===== config.mk =====
export PLATFORM = sky130hd
export DESIGN_NAME = m4ct_sat
export DESIGN_NICKNAME = d
export VERILOG_FILES = /design/src/rtl/core/m4ct_pkg.sv /design/src/rtl/core/m4ct_sat.sv
export SDC_FILE = /design/constraint.sdc
export NUM_CORES = 1
export LEC_CHECK = 0
export ABC_AREA = 1
export BUFFER_PORTS_ARGS = -buffer_cell sky130_fd_sc_hd__buf_4
export CAP_MARGIN = 20
export CORE_AREA = 2 2 156 158
export DETAILED_ROUTE_END_ITERATION = 10
export DIE_AREA = 0 0 158 160
export PLACE_DENSITY = 0.55
export REMOVE_ABC_BUFFERS = 1
export SYNTH_ARGS = -nofsm -noshare
export SYNTH_HDL_FRONTEND = slang
export SYNTH_SLANG_ARGS = --single-unit
export TNS_END_PERCENT = 20

===== constraint.sdc =====
create_clock -name clk -period 18.3 [get_ports clk]
set_clock_uncertainty 0.2 [all_clocks]
set_input_delay 2.745 -clock clk [delete_from_list [all_inputs] [get_ports clk]]
set_output_delay 2.745 -clock clk [all_outputs]
set_load 0.01 [all_outputs]

===== src/rtl/core/m4ct_pkg.sv =====
// Types and constants shared by the column transform core and its cells.
package m4ct_pkg;

    localparam int ROWS   = 4;
    localparam int COL_W  = 2;
    localparam int ELEM_W = 32;
    localparam int PROD_W = 2 * ELEM_W;
    localparam int SUM_W  = PROD_W + 2;

    localparam logic KIND_LOAD  = 1'b0;
    localparam logic KIND_XFORM = 1'b1;

    typedef logic signed [ELEM_W-1:0] elem_t;
    typedef logic signed [PROD_W-1:0] prod_t;
    typedef logic signed [SUM_W-1:0]  sum_t;

    localparam elem_t ELEM_MAX = 32'sh7FFF_FFFF;
    localparam elem_t ELEM_MIN = 32'sh8000_0000;

    typedef struct packed {
        logic             kind;
        logic [COL_W-1:0] col;
    } beat_ctrl_t;

endpackage


===== src/rtl/core/m4ct_sat.sv =====
// Output stage: scales the row sums down, clamps them to 32 bits and holds the result beat.
module m4ct_sat #(
    parameter int unsigned FRAC_BITS = 16
) (
    input  logic                               clk,
    input  logic                               rst_n,
    input  logic                               in_valid,
    output logic                               in_ready,
    input  m4ct_pkg::beat_ctrl_t               in_ctrl,
    input  m4ct_pkg::sum_t                     in_psum [m4ct_pkg::ROWS],
    output logic                               out_valid,
    input  logic                               out_stall,
    output logic [m4ct_pkg::COL_W-1:0]         out_col,
    output m4ct_pkg::elem_t                    res [m4ct_pkg::ROWS],
    output logic                               saturated
);

    localparam int TOP_W = m4ct_pkg::SUM_W - m4ct_pkg::ELEM_W + 1;

    logic                              out_valid_reg;
    logic [m4ct_pkg::COL_W-1:0]        out_col_reg;
    m4ct_pkg::elem_t                   res_reg  [m4ct_pkg::ROWS];
    m4ct_pkg::elem_t                   res_next [m4ct_pkg::ROWS];
    logic                              sat_reg;
    logic                              sat_next;
    logic                              in_fire;

    assign in_ready = !out_valid_reg || !out_stall;
    assign in_fire  = in_valid && in_ready;

    // The arithmetic shift rounds toward minus infinity; the row fits when the bits from
    // bit 31 upward are all equal.
    always_comb
    begin
        m4ct_pkg::sum_t   shifted;
        logic [TOP_W-1:0] top;
        sat_next = 1'b0;
        for (int r = 0; r < m4ct_pkg::ROWS; r++)
        begin
            shifted = in_psum[r] >>> FRAC_BITS;
            top     = shifted[m4ct_pkg::SUM_W-1:m4ct_pkg::ELEM_W-1];
            if (!top[TOP_W-1] && (|top))
            begin
                res_next[r] = m4ct_pkg::ELEM_MAX;
                sat_next    = 1'b1;
            end
            else if (top[TOP_W-1] && !(&top))
            begin
                res_next[r] = m4ct_pkg::ELEM_MIN;
                sat_next    = 1'b1;
            end
            else
            begin
                res_next[r] = shifted[m4ct_pkg::ELEM_W-1:0];
            end
        end
    end

    // Load beats end here and leave no result.
    always_ff @(posedge clk or negedge rst_n)
    begin
        if (!rst_n)
        begin
            out_valid_reg <= 1'b0;
        end
        else if (in_ready)
        begin
            out_valid_reg <= in_fire && (in_ctrl.kind == m4ct_pkg::KIND_XFORM);
        end
    end

    always_ff @(posedge clk)
    begin
        if (in_fire)
        begin
            out_col_reg <= in_ctrl.col;
            sat_reg     <= sat_next;
            for (int r = 0; r < m4ct_pkg::ROWS; r++)
            begin
                res_reg[r] <= res_next[r];
            end
        end
    end

    assign out_valid = out_valid_reg;
    assign out_col   = out_col_reg;
    assign res       = res_reg;
    assign saturated = sat_reg;

endmodule


Word-level counts from Yosys, hierarchy flattened:

Index checks and enable logic that the tools add are counted.

* flip-flop bits (word level): 132
* bits of input ports: 271
* logic and storage cells: 42

* multiplexer cells: 5
* reductions and logical operators: 30

Operator list (number)
* $mux W32: 4
* $reduce_and A19 Y1: 4
* $reduce_or A19 Y1: 4
* $logic_and A1 B1 Y1: 10
* $logic_not A1 Y1: 10
* $reduce_or A7 Y1: 1
* $logic_or A1 B1 Y1: 1
* $mux W1: 1

Logic depth before layout (Yosys ltp):

Gate-level depths: netlist (run 1).

* depth after elaboration: 4
* mapped depth: 8
* mapped depth without buffers: 8

Worst setup path after synthesis (run 1):

OpenSTA, ideal clock, no wires.

* kind: input to register
* start point: in in_valid
* end point: reg out_col_reg (netlist bit out_col[0]) (enable)
* library setup time: 0.823 ns
* data arrival time: 12.212 ns
* slack: 5.065 ns
* stages on the path: 1
* path buffers: 0
* cell sequence: a21boi_0

* longest elaborated chain between the ends: 1

Ends and longest elaborated chain
* start: declaration: line m4ct_sat.sv:7 `input logic in_valid,`
* $logic_and A1 B1 Y1: line m4ct_sat.sv:29 `assign in_fire = in_valid && in_ready;`
* end signal: assignment: line m4ct_sat.sv:76 `out_col_reg <= in_ctrl.col;`
* end: declaration: line m4ct_sat.sv:21 `logic [m4ct_pkg::COL_W-1:0] out_col_reg;`

No other way between the ends.
A chain may end at the register's enable or synchronous reset.

Worst setup path in the final report (run 1):

* start point: in out_stall
* end point: out in_ready

* longest elaborated chain between the ends: 2

Ends and longest elaborated chain
* start: declaration: line m4ct_sat.sv:12 `input logic out_stall,`
* $logic_not A1 Y1: line m4ct_sat.sv:28 `assign in_ready = !out_valid_reg || !out_stall;`
* $logic_or A1 B1 Y1: line m4ct_sat.sv:28
* end: declaration: line m4ct_sat.sv:8 `output logic in_ready,`

No other way between the ends.

==> flow_metrics.env, run 1 <==
export IMPL_cp_startpoint="out_stall"
export IMPL_grt_pass1_wl_mm=25.5
export IMPL_synth_cells=553
export IMPL_ios=404
export IMPL_setup_viol=0
export IMPL_syn2layout_area_growth_pct=57.0
export IMPL_yosys_area_share_simple_pct=26.3
export IMPL_crit_chain="buf_4 -> nand2_1 -> buf_4"
export IMPL_min_path_cells=2
export IMPL_cts_tree="done"
export IMPL_end_kind="primary output"
export IMPL_grt_use_total_pct=13.2
export IMPL_num_antenna_cells=0
export IMPL_core_region_area_mm2=0.0238
export IMPL_port_buffers=339
export IMPL_dp_final_hpwl_mm=12.3
export IMPL_status="finished, final reports clean"
export IMPL_grt_setup_unrepaired="false"
export IMPL_drc=0
export IMPL_hold_path_end="out_valid$_DFFE_PN0N_"
export IMPL_drive_gt1_share_pct=43.9
export IMPL_crit_path_top_delay_cell="buf_4"
export IMPL_crit_top_cell="buf_4"
export IMPL_slowest_delay_ns=0.12
export IMPL_worst_pin_slew_ns=0.992
export IMPL_hold_buffers=0
export IMPL_multiInputGateArea_mm2=0.00161
export IMPL_r2r_cells=2
export IMPL_fp_dieArea_mm2=0.0253
export IMPL_cp_required_ns=15.35
export IMPL_cp_max_fo=2
export IMPL_synth_top_family_by_area="simple AND/OR/NAND/NOR gates"
export IMPL_hold_class="reg -> reg"
export IMPL_drt_total_wl_mm=17.3
export IMPL_synth_compound_area_share_pct=1.16
export IMPL_synthAdderAreaFrac_pct=0
export IMPL_gp_congestion=0.778
export IMPL_grt_remaining_overflow=0
export IMPL_drt_initial_drc_count=263
export IMPL_min_period_over_period_pct=32.9
export IMPL_syn_area_mm2=0.00580
export IMPL_drtPass1Iterations=6
export IMPL_cts_root_buf="clkbuf_16"
export IMPL_crit_path_start_kind="input pin"
export IMPL_total_power_uw=773
export IMPL_final_max_slew_violation_count=0
export IMPL_p_per_area_mw_per_mm2=84.9
export IMPL_synth_xor_area_share_pct=0
export IMPL_grt_start_max_net_pins=132
export IMPL_die_h_um=160
export IMPL_antenna_found_initial=0
export IMPL_seq_area_mm2=0.00396
export IMPL_finalHoldViolCount=0
export IMPL_cts_max_path_buffers=2
export IMPL_clk_pin_slew_ns=0.06
export IMPL_synth_cell_type_count=19
export IMPL_synth_area_mux_share_pct=0
export IMPL_path_class="in -> out"
export IMPL_ys_ff_latch=132
export IMPL_postCtsSetupBuffers=0
export IMPL_rrSetupSlack_ns=16.47
export IMPL_n_fill_cell=2466
export IMPL_ys_seq_area_share_pct=68.2
export IMPL_clock_sinks=132
export IMPL_max_slew_margin_pct=33.6
export IMPL_vias=4881
export IMPL_fp_row_count=57
export IMPL_critPathTopFamily="buffers and inverters"
export IMPL_critPathArrivalTime_ns=3.07
export IMPL_r2r_end="res[68]$_SDFFCE_PP1P_"
export IMPL_grt_pass1_vias=4799
export IMPL_worst_skew_pair_late_latency_ns=0.41
export IMPL_setup_tns_ns=0
export IMPL_via_per_inst=3.99
export IMPL_fmaxAchievable_mhz=166
export IMPL_cts_buffers=17
export IMPL_synth_avg_cell_area_um2=10.5
export IMPL_r2r_start="out_valid$_DFFE_PN0N_"
export IMPL_die_x_um=158
export IMPL_largest_reg_flops=128
export IMPL_irDropWorstVdd_v=0.0000514
export IMPL_ant_nets=0
export IMPL_maxCapViolCount=0
export IMPL_yosysWarningCount=0
export IMPL_cp_num_buf_inv=2
export IMPL_hp_start="out_valid$_DFFE_PN0N_"
export IMPL_initial_core_util_pct=24.4
export IMPL_cts_resized_gates=0
export IMPL_wl_per_cell_um=14.1
export IMPL_fin_nets=1159
export IMPL_p_leak_uw=0.00405
export IMPL_cts_max_level=4
export IMPL_fin_crit_ns=6.02
[synthesized netlist by cell type]
master / n / area share [%]
nand3_1: 8 / 0.69
nand2_1: 289 / 19
nand3b_1: 2 / 0.26
and2_0: 2 / 0.22
inv_1: 5 / 0.32
o21bai_2: 1 / 0.19
buf_4: 14 / 1.8
edfxtp_1: 131 / 68
nor2_2: 1 / 0.11
nand3_2: 1 / 0.17
nor2_1: 57 / 3.7
buf_6: 10 / 1.9
or2_1: 2 / 0.22
nand2_2: 19 / 2.0
clkbuf_1: 4 / 0.26
o21ai_4: 3 / 0.84
or2_0: 2 / 0.22
dfrtp_1: 1 / 0.43
a21boi_0: 1 / 0.13
[power breakdown]
group	internal (uW)	leakage [uW]	switching [uW]
Sequential	356	0.00123	4.98
Combinational	59.7	0.00258	54.0
Clock	169	0.000239	129
[layer usage]
metal	global-route usage, %	routed length [um]	vias up
met2	23.0	8930	184
met3	5.16	1470	11
met1	14.8	6640	2228
met4	3.73	222	0
li1	-	-	2458
met5	0	0	-
[worst reg2reg max path: stages, from the launching register on]
cell,delay (ns)
dfrtp_1,0.42
a21boi_4,0.17
buf_12,0.52
[cells by family (layout without fill, tap and decap cells)]
kind of cell,Yosys count,after routing
compound gates,5,5
buf+inv,33,380
flops,132,132
simple gates,383,383
[worst max-delay path by stage]
stage,endpoint,slack (ns),cells after the start
after global placement,in_ready,12.29,3
after detailed placement,in_ready,12.29,3
after floorplan,out_col[0]$_DFFE_PP_,5.06,1
after global routing,in_ready,12.26,3
final,in_ready,12.28,3
after CTS,in_ready,12.28,3
[layout by cell type, fill, tap and decap left out, drive strengths merged]
cell type	synthesis	routed
dfrtp	1	1
buf	24	344
o21bai	1	1
clkbuf	4	18
clkinv	0	10
clkinvlp	0	3
nand3	9	9
o21ai	3	3
a21boi	1	1
or2	4	4
inv	5	5
nand2	308	308
edfxtp	131	131
nor2	58	58
and2	2	2
nand3b	2	2
[cell type report]
cell class / count / area share [%]
clock inverters: 13 / 0.769
clock buffers: 18 / 4.71
well taps: 324 / 4.45
multi-input cells: 388 / 17.6
repair buffers: 344 / 28.8
inverters: 5 / 0.206
flip-flops and latches: 132 / 43.5
[stage by stage]
| step | cell area, um^2 | hold WS, ns | setup WS (ns) | std cells | utilization (%) |
|---|---|---|---|---|---|
| CTS | 9110 | 0.395 | 12.28 | 1224 | 38.2 |
| detailed placement | 8610 | 0.373 | 12.29 | 1193 | 36.1 |
| global placement | 8570 | 0.352 | 12.29 | 1191 | 36.0 |
| floorplan | 5570 | 0.404 | 5.06 | 525 | - |
| finish | 9110 | 0.392 | 12.28 | 1224 | 38.2 |
| global route | 9110 | 0.451 | 12.26 | 1224 | 38.2 |
(Power assumes the default switching activity.)
==> inputs of run 2 (changes only) <==
--- a/config.mk
+++ b/config.mk
@@ -11,7 +11,7 @@
 export CORE_AREA = 2 2 156 158
 export DETAILED_ROUTE_END_ITERATION = 10
 export DIE_AREA = 0 0 158 160
-export PLACE_DENSITY = 0.55
+export PLACE_DENSITY = 0.56
 export REMOVE_ABC_BUFFERS = 1
 export SYNTH_ARGS = -nofsm -noshare
 export SYNTH_HDL_FRONTEND = slang
==> constraint.sdc (replaced) <==
create_clock -name clk -period 5.1 [get_ports clk]
set_clock_uncertainty 0.2 [all_clocks]
set_input_delay 0.765 -clock clk [delete_from_list [all_inputs] [get_ports clk]]
set_output_delay 0.765 -clock clk [all_outputs]
set_load 0.01 [all_outputs]
==> run 2 against run 1 <==
Wire length shrank 2.0%. Hold slack worse by 0.057 ns. Sequential share of layout area fell by 0.66 points. Power rose to 3.9 times the previous value. Core utilization grew 0.59 points. Non-clock buffer count is 2 higher. Register-to-register slack worse by 13 ns. Critical path type is now in -> reg. Largest cell class unchanged.
==> flow_metrics.env, run 2 (synthesized netlist as in run 1, its figures left out) <==
export IMPL_fin_area_mm2=0.00925
export IMPL_maxCapViolCount=0
export IMPL_ios=404
export IMPL_final_max_slew_violation_count=0
export IMPL_slowest_delay_ns=0.78
export IMPL_worst_pin_slew_ns=0.979
export IMPL_ant_nets=0
export IMPL_largest_reg_flops=128
export IMPL_end_kind="flop"
export IMPL_status="finished, final reports clean"
export IMPL_crit_top_cell="nand2_1"
export IMPL_cts_resized_gates=0
export IMPL_cts_root_buf="clkbuf_16"
export IMPL_seq_area_mm2=0.00396
export IMPL_finalHoldViolCount=0
export IMPL_antenna_found_initial=0
export IMPL_crit_path_start_kind="input pin"
export IMPL_placed_cell_area_mm2=0.00860
export IMPL_rrSetupSlack_ns=3.35
export IMPL_n_fill_cell=2424
export IMPL_crit_path_top_delay_cell="o21ai_4"
export IMPL_setup_viol=0
export IMPL_min_period_over_period_pct=44.4
export IMPL_worst_skew_pair_late_latency_ns=0.41
export IMPL_p_leak_uw=0.00412
export IMPL_fp_row_count=57
export IMPL_cts_max_path_buffers=2
export IMPL_irDropWorstVdd_v=0.000179
export IMPL_num_antenna_cells=0
export IMPL_crit_chain="buf_4 -> nand2_1 -> nor2_1 -> nand3_1 -> o21ai_4 -> nand2_1 -> nor2_1 -> nand2_1"
export IMPL_fin_ws_ns=2.83
export IMPL_grt_setup_unrepaired="false"
export IMPL_die_x_um=158
export IMPL_via_per_inst=4.00
export IMPL_clk_pin_slew_ns=0.06
export IMPL_port_buffers=339
export IMPL_grt_pass1_vias=4963
export IMPL_post_place_ws_ns=2.35
export IMPL_drt_total_wl_mm=16.9
export IMPL_fmaxAchievable_mhz=441
export IMPL_cts_tree="done"
export IMPL_total_power_uw=3050
export IMPL_cp_max_fo=32
export IMPL_wl_per_cell_um=13.8
export IMPL_fp_dieArea_mm2=0.0253
export IMPL_drt_initial_drc_count=299
export IMPL_vias=4914
export IMPL_gp_congestion=0.750
export IMPL_core_region_area_mm2=0.0238
export IMPL_max_slew_margin_pct=34.5
export IMPL_dp_final_hpwl_mm=12.3
export IMPL_grt_use_total_pct=13.1
export IMPL_cp_num_buf_inv=1
export IMPL_critPathTopFamily="compound AO/OA/AOI/OAI gates"
export IMPL_path_class="in -> reg"
export IMPL_cts_buffers=17
export IMPL_most_common_layout_cells="buf_4, nand2_1, edfxtp_1, nor2_1, nand2_2"
export IMPL_multiInputGateArea_mm2=0.00161
export IMPL_fin_nets=1161
export IMPL_grt_remaining_overflow=0
export IMPL_cp_required_ns=5.07
export IMPL_die_h_um=160
export IMPL_drc=0
export IMPL_cts_max_level=4
export IMPL_drtPass1Iterations=4
export IMPL_grt_start_max_net_pins=81
export IMPL_whs_ns=0.335
export IMPL_grt_pass1_wl_mm=25.5
export IMPL_clock_sinks=132
export IMPL_drive_gt1_share_pct=44.2
export IMPL_critPathArrivalTime_ns=2.23
export IMPL_mostFrequentLayoutCell="buf_4"
export IMPL_syn2layout_area_growth_pct=59.4
export IMPL_fin_util_pct=38.8
export IMPL_hold_class="in -> reg"
export IMPL_fin_crit_ns=2.27
export IMPL_initial_core_util_pct=24.4
export IMPL_p_per_area_mw_per_mm2=329
-- run 2: report_power, final --
group          total (uW)  switching (uW)  internal, uW
Sequential           1300            17.9          1280
Combinational         408             193           214
Clock                1340             477           866
Total                3050             688          2360
-- run 2: worst paths after layout --
kind / end / startpoint / depth (start not counted)
hold reg to reg: out_valid$_DFFE_PN0N_ / out_valid$_DFFE_PN0N_ / 2
min in group asynchronous: out_valid$_DFFE_PN0N_ / rst_n / 2
hold / removal: out_col[0]$_DFFE_PP_ / in_ctrl[0] / 1
setup reg to reg: res[85]$_SDFFCE_PP1P_ / out_valid$_DFFE_PN0N_ / 2
setup / recovery: saturated$_SDFFCE_PP1P_ / in_psum[251] / 8
max in group asynchronous: out_valid$_DFFE_PN0N_ / rst_n / 2
-- run 2: per-layer routing --
layer	up-vias	GRT usage [%]	part of all wire, %	routed length [um]
met5	-	0	0	0
met4	0	4.50	1.5	250
met3	17	4.72	8.8	1480
met2	189	22.9	51	8700
met1	2243	14.6	38	6490
li1	2465	-	-	-
-- run 2: final cells by class --
class                           count  share of cell area [%]
Inverter                            5                   0.203
Sequential cell                   132                    42.8
Tap cell                          324                    4.38
Timing Repair Buffer              346                    28.4
Clock buffer                       18                    4.64
Clock inverter                     14                    2.25
Multi-Input combinational cell    388                    17.4
-- run 2: worst register-to-register path, stage by stage (launching register included) --
cell	delay, ns
dfrtp_1	0.42
a21boi_4	0.29
buf_12	0.39
-- run 2: repair_timing --
item | 4_1_cts | 5_1_grt
hold buffers | 1 | 0
endpoints found under the hold margin | 1 | 0
setup buffers | 0 | 0
-- run 2: metrics by stage --
stage	instances	setup TNS (ns)
final	1227	0
after detailed placement	1194	0
after global routing	1227	0
after global placement	1194	0
after CTS	1227	0
after floorplan	525	-806.36
==> inputs of run 3 (changes only) <==
--- a/config.mk
+++ b/config.mk
@@ -8,10 +8,10 @@
 export ABC_AREA = 1
 export BUFFER_PORTS_ARGS = -buffer_cell sky130_fd_sc_hd__buf_4
 export CAP_MARGIN = 20
-export CORE_AREA = 2 2 156 158
+export CORE_AREA = 2 2 157 159
 export DETAILED_ROUTE_END_ITERATION = 10
-export DIE_AREA = 0 0 158 160
-export PLACE_DENSITY = 0.56
+export DIE_AREA = 0 0 159 161
+export PLACE_DENSITY = 0.54
 export REMOVE_ABC_BUFFERS = 1
 export SYNTH_ARGS = -nofsm -noshare
 export SYNTH_HDL_FRONTEND = slang
==> constraint.sdc (replaced) <==
create_clock -name clk -period 2.1 [get_ports clk]
set_clock_uncertainty 0.2 [all_clocks]
set_input_delay 0.315 -clock clk [delete_from_list [all_inputs] [get_ports clk]]
set_output_delay 0.315 -clock clk [all_outputs]
set_load 0.01 [all_outputs]
==> run 3 against run 2 <==
Critical path depth decreased by 4. Count of clock-buffer cells in the layout is 2 higher. Core utilization is 5.5 points higher. First-iteration DRC count shrank 22%. Die area grew 1.3%. Critical path type unchanged. Largest cell class is now buffers. Largest power group is now sequential cells.
==> flow_metrics.env, run 3 (synthesized netlist as in run 1, its figures left out) <==
export IMPL_n_fill_cell=2297
export IMPL_irDropWorstVdd_v=0.000436
export IMPL_cts_max_path_buffers=2
export IMPL_dp_final_hpwl_mm=12.8
export IMPL_critPathArrivalTime_ns=1.64
export IMPL_ant_nets=0
export IMPL_cp_required_ns=1.97
export IMPL_grt_pass1_vias=5724
export IMPL_vias=5488
export IMPL_dp_cells=1207
export IMPL_min_period_over_period_pct=84.5
export IMPL_maxCapViolCount=0
export IMPL_cts_root_buf="clkbuf_16"
export IMPL_finalHoldViolCount=0
export IMPL_setup_viol=0
export IMPL_num_antenna_cells=0
export IMPL_drt_total_wl_mm=18.2
export IMPL_antenna_found_initial=0
export IMPL_postCtsSetupBuffers=0
export IMPL_cts_buffers=17
export IMPL_grt_start_max_net_pins=70
export IMPL_core_region_area_mm2=0.0240
export IMPL_drc=0
export IMPL_mostFrequentLayoutCell="buf_4"
export IMPL_min_path_cells=3
export IMPL_port_buffers=339
export IMPL_cts_max_level=4
export IMPL_finalNonFillerCells=1372
export IMPL_drive_gt1_share_pct=39.1
export IMPL_fp_row_count=57
export IMPL_path_class="in -> reg"
export IMPL_r2r_cells=2
export IMPL_gp_congestion=0.763
export IMPL_hold_class="in -> reg"
export IMPL_p_per_area_mw_per_mm2=669
export IMPL_worst_skew_pair_late_latency_ns=0.41
export IMPL_die_x_um=159
export IMPL_max_slew_margin_pct=72.5
export IMPL_grt_remaining_overflow=0
export IMPL_worst_pin_slew_ns=0.412
export IMPL_status="finished, final reports clean"
export IMPL_multiInputGateArea_mm2=0.00161
export IMPL_grt_pass1_wl_mm=28.6
export IMPL_crit_path_start_kind="input pin"
export IMPL_seq_area_mm2=0.00396
export IMPL_ios=404
export IMPL_fin_crit_ns=1.77
export IMPL_wl_per_cell_um=13.3
export IMPL_fin_util_pct=44.3
export IMPL_clock_sinks=132
export IMPL_die_h_um=161
export IMPL_grt_met3_usage_pct=4.57
export IMPL_grt_use_total_pct=14.1
export IMPL_drtPass1Iterations=5
export IMPL_busiest_layer="met2"
export IMPL_cp_max_fo=69
export IMPL_p_leak_uw=0.00470
export IMPL_cts_tree="done"
export IMPL_largest_reg_flops=128
export IMPL_via_per_inst=4.00
export IMPL_use_met1_pct=15.2
export IMPL_fp_dieArea_mm2=0.0256
export IMPL_drt_initial_drc_count=233
export IMPL_fmaxAchievable_mhz=564
export IMPL_syn2layout_area_growth_pct=82.9
export IMPL_cts_resized_gates=0
export IMPL_grt_setup_unrepaired="false"
export IMPL_setup_tns_ns=0
export IMPL_initial_core_util_pct=24.2
export IMPL_most_common_layout_cells="buf_4, nand2_1, dlygate4sd3_1, edfxtp_1, nor2_1"
export IMPL_final_max_slew_violation_count=0
export IMPL_end_kind="flop"
export IMPL_met2_usage_pct=25.7
export IMPL_clk_pin_slew_ns=0.06
export IMPL_fin_nets=1307
run 3: cell types whose count changed in the layout (fill, tap and decap cells not counted):
cell           delta
buf_12            +4
buf_4             +9
bufinv_16         -4
clkbuf_1          +2
clkinv_1          -1
clkinv_2          +3
clkinvlp_4        +1
dlygate4sd3_1   +133
inv_6             -2
run 3: routing by layer:
layer / routed length (um) / vias up
met5: 0 / -
met1: 6810 / 2514
li1: - / 2761
met4: 454 / 0
met3: 1180 / 29
met2: 9760 / 184
run 3: cell type report:
cell class,instances,share of cell area [%]
well taps,324,3.82
flip-flops and latches,132,37.3
repair buffers,492,38.7
inverters,5,0.177
clock buffers,20,4.11
clock inverters,11,0.837
multi-input cells,388,15.1
run 3: report_power, final:
part           total, uW  switching [uW]  internal (uW)
sequential          3150            44.1           3100
combinational       1230             527            707
clock               2720            1120           1600
run 3: critical path: stages:
cell and delay [ns]:
dlygate4sd3_1 0.54, buf_4 0.15, a21boi_4 0.21, buf_12 0.34
run 3: final timing paths:
check	to	start	slack, ns
max	res[90]$_SDFFCE_PP1P_	out_stall	0.33
min	res[55]$_SDFFCE_PP1P_	in_psum[105]	0.02
max reg2reg	res[90]$_SDFFCE_PP1P_	out_valid$_DFFE_PN0N_	0.50
min reg2reg	out_valid$_DFFE_PN0N_	out_valid$_DFFE_PN0N_	0.40
max in group asynchronous	out_valid$_DFFE_PN0N_	rst_n	1.04
min in group asynchronous	out_valid$_DFFE_PN0N_	rst_n	0.56
run 3: timing repair:
action	CTS	global route
hold buffers	134	1
endpoints found under the setup margin	0	1
hold endpoints to repair	131	1
run 3: through the flow:
stage	hold slack (ns)	area [um^2]	setup slack [ns]	power [uW]
3_5_place_dp	-0.109	8750	0.177	4240
2_1_floorplan	-0.181	5570	-8.71	3610
4_1_cts	0.000628	10600	0.0539	7210
6_report	0.0209	10600	0.326	7100
3_3_place_gp	-0.109	8750	0.190	4230
5_1_grt	0.0109	10600	0.318	7420
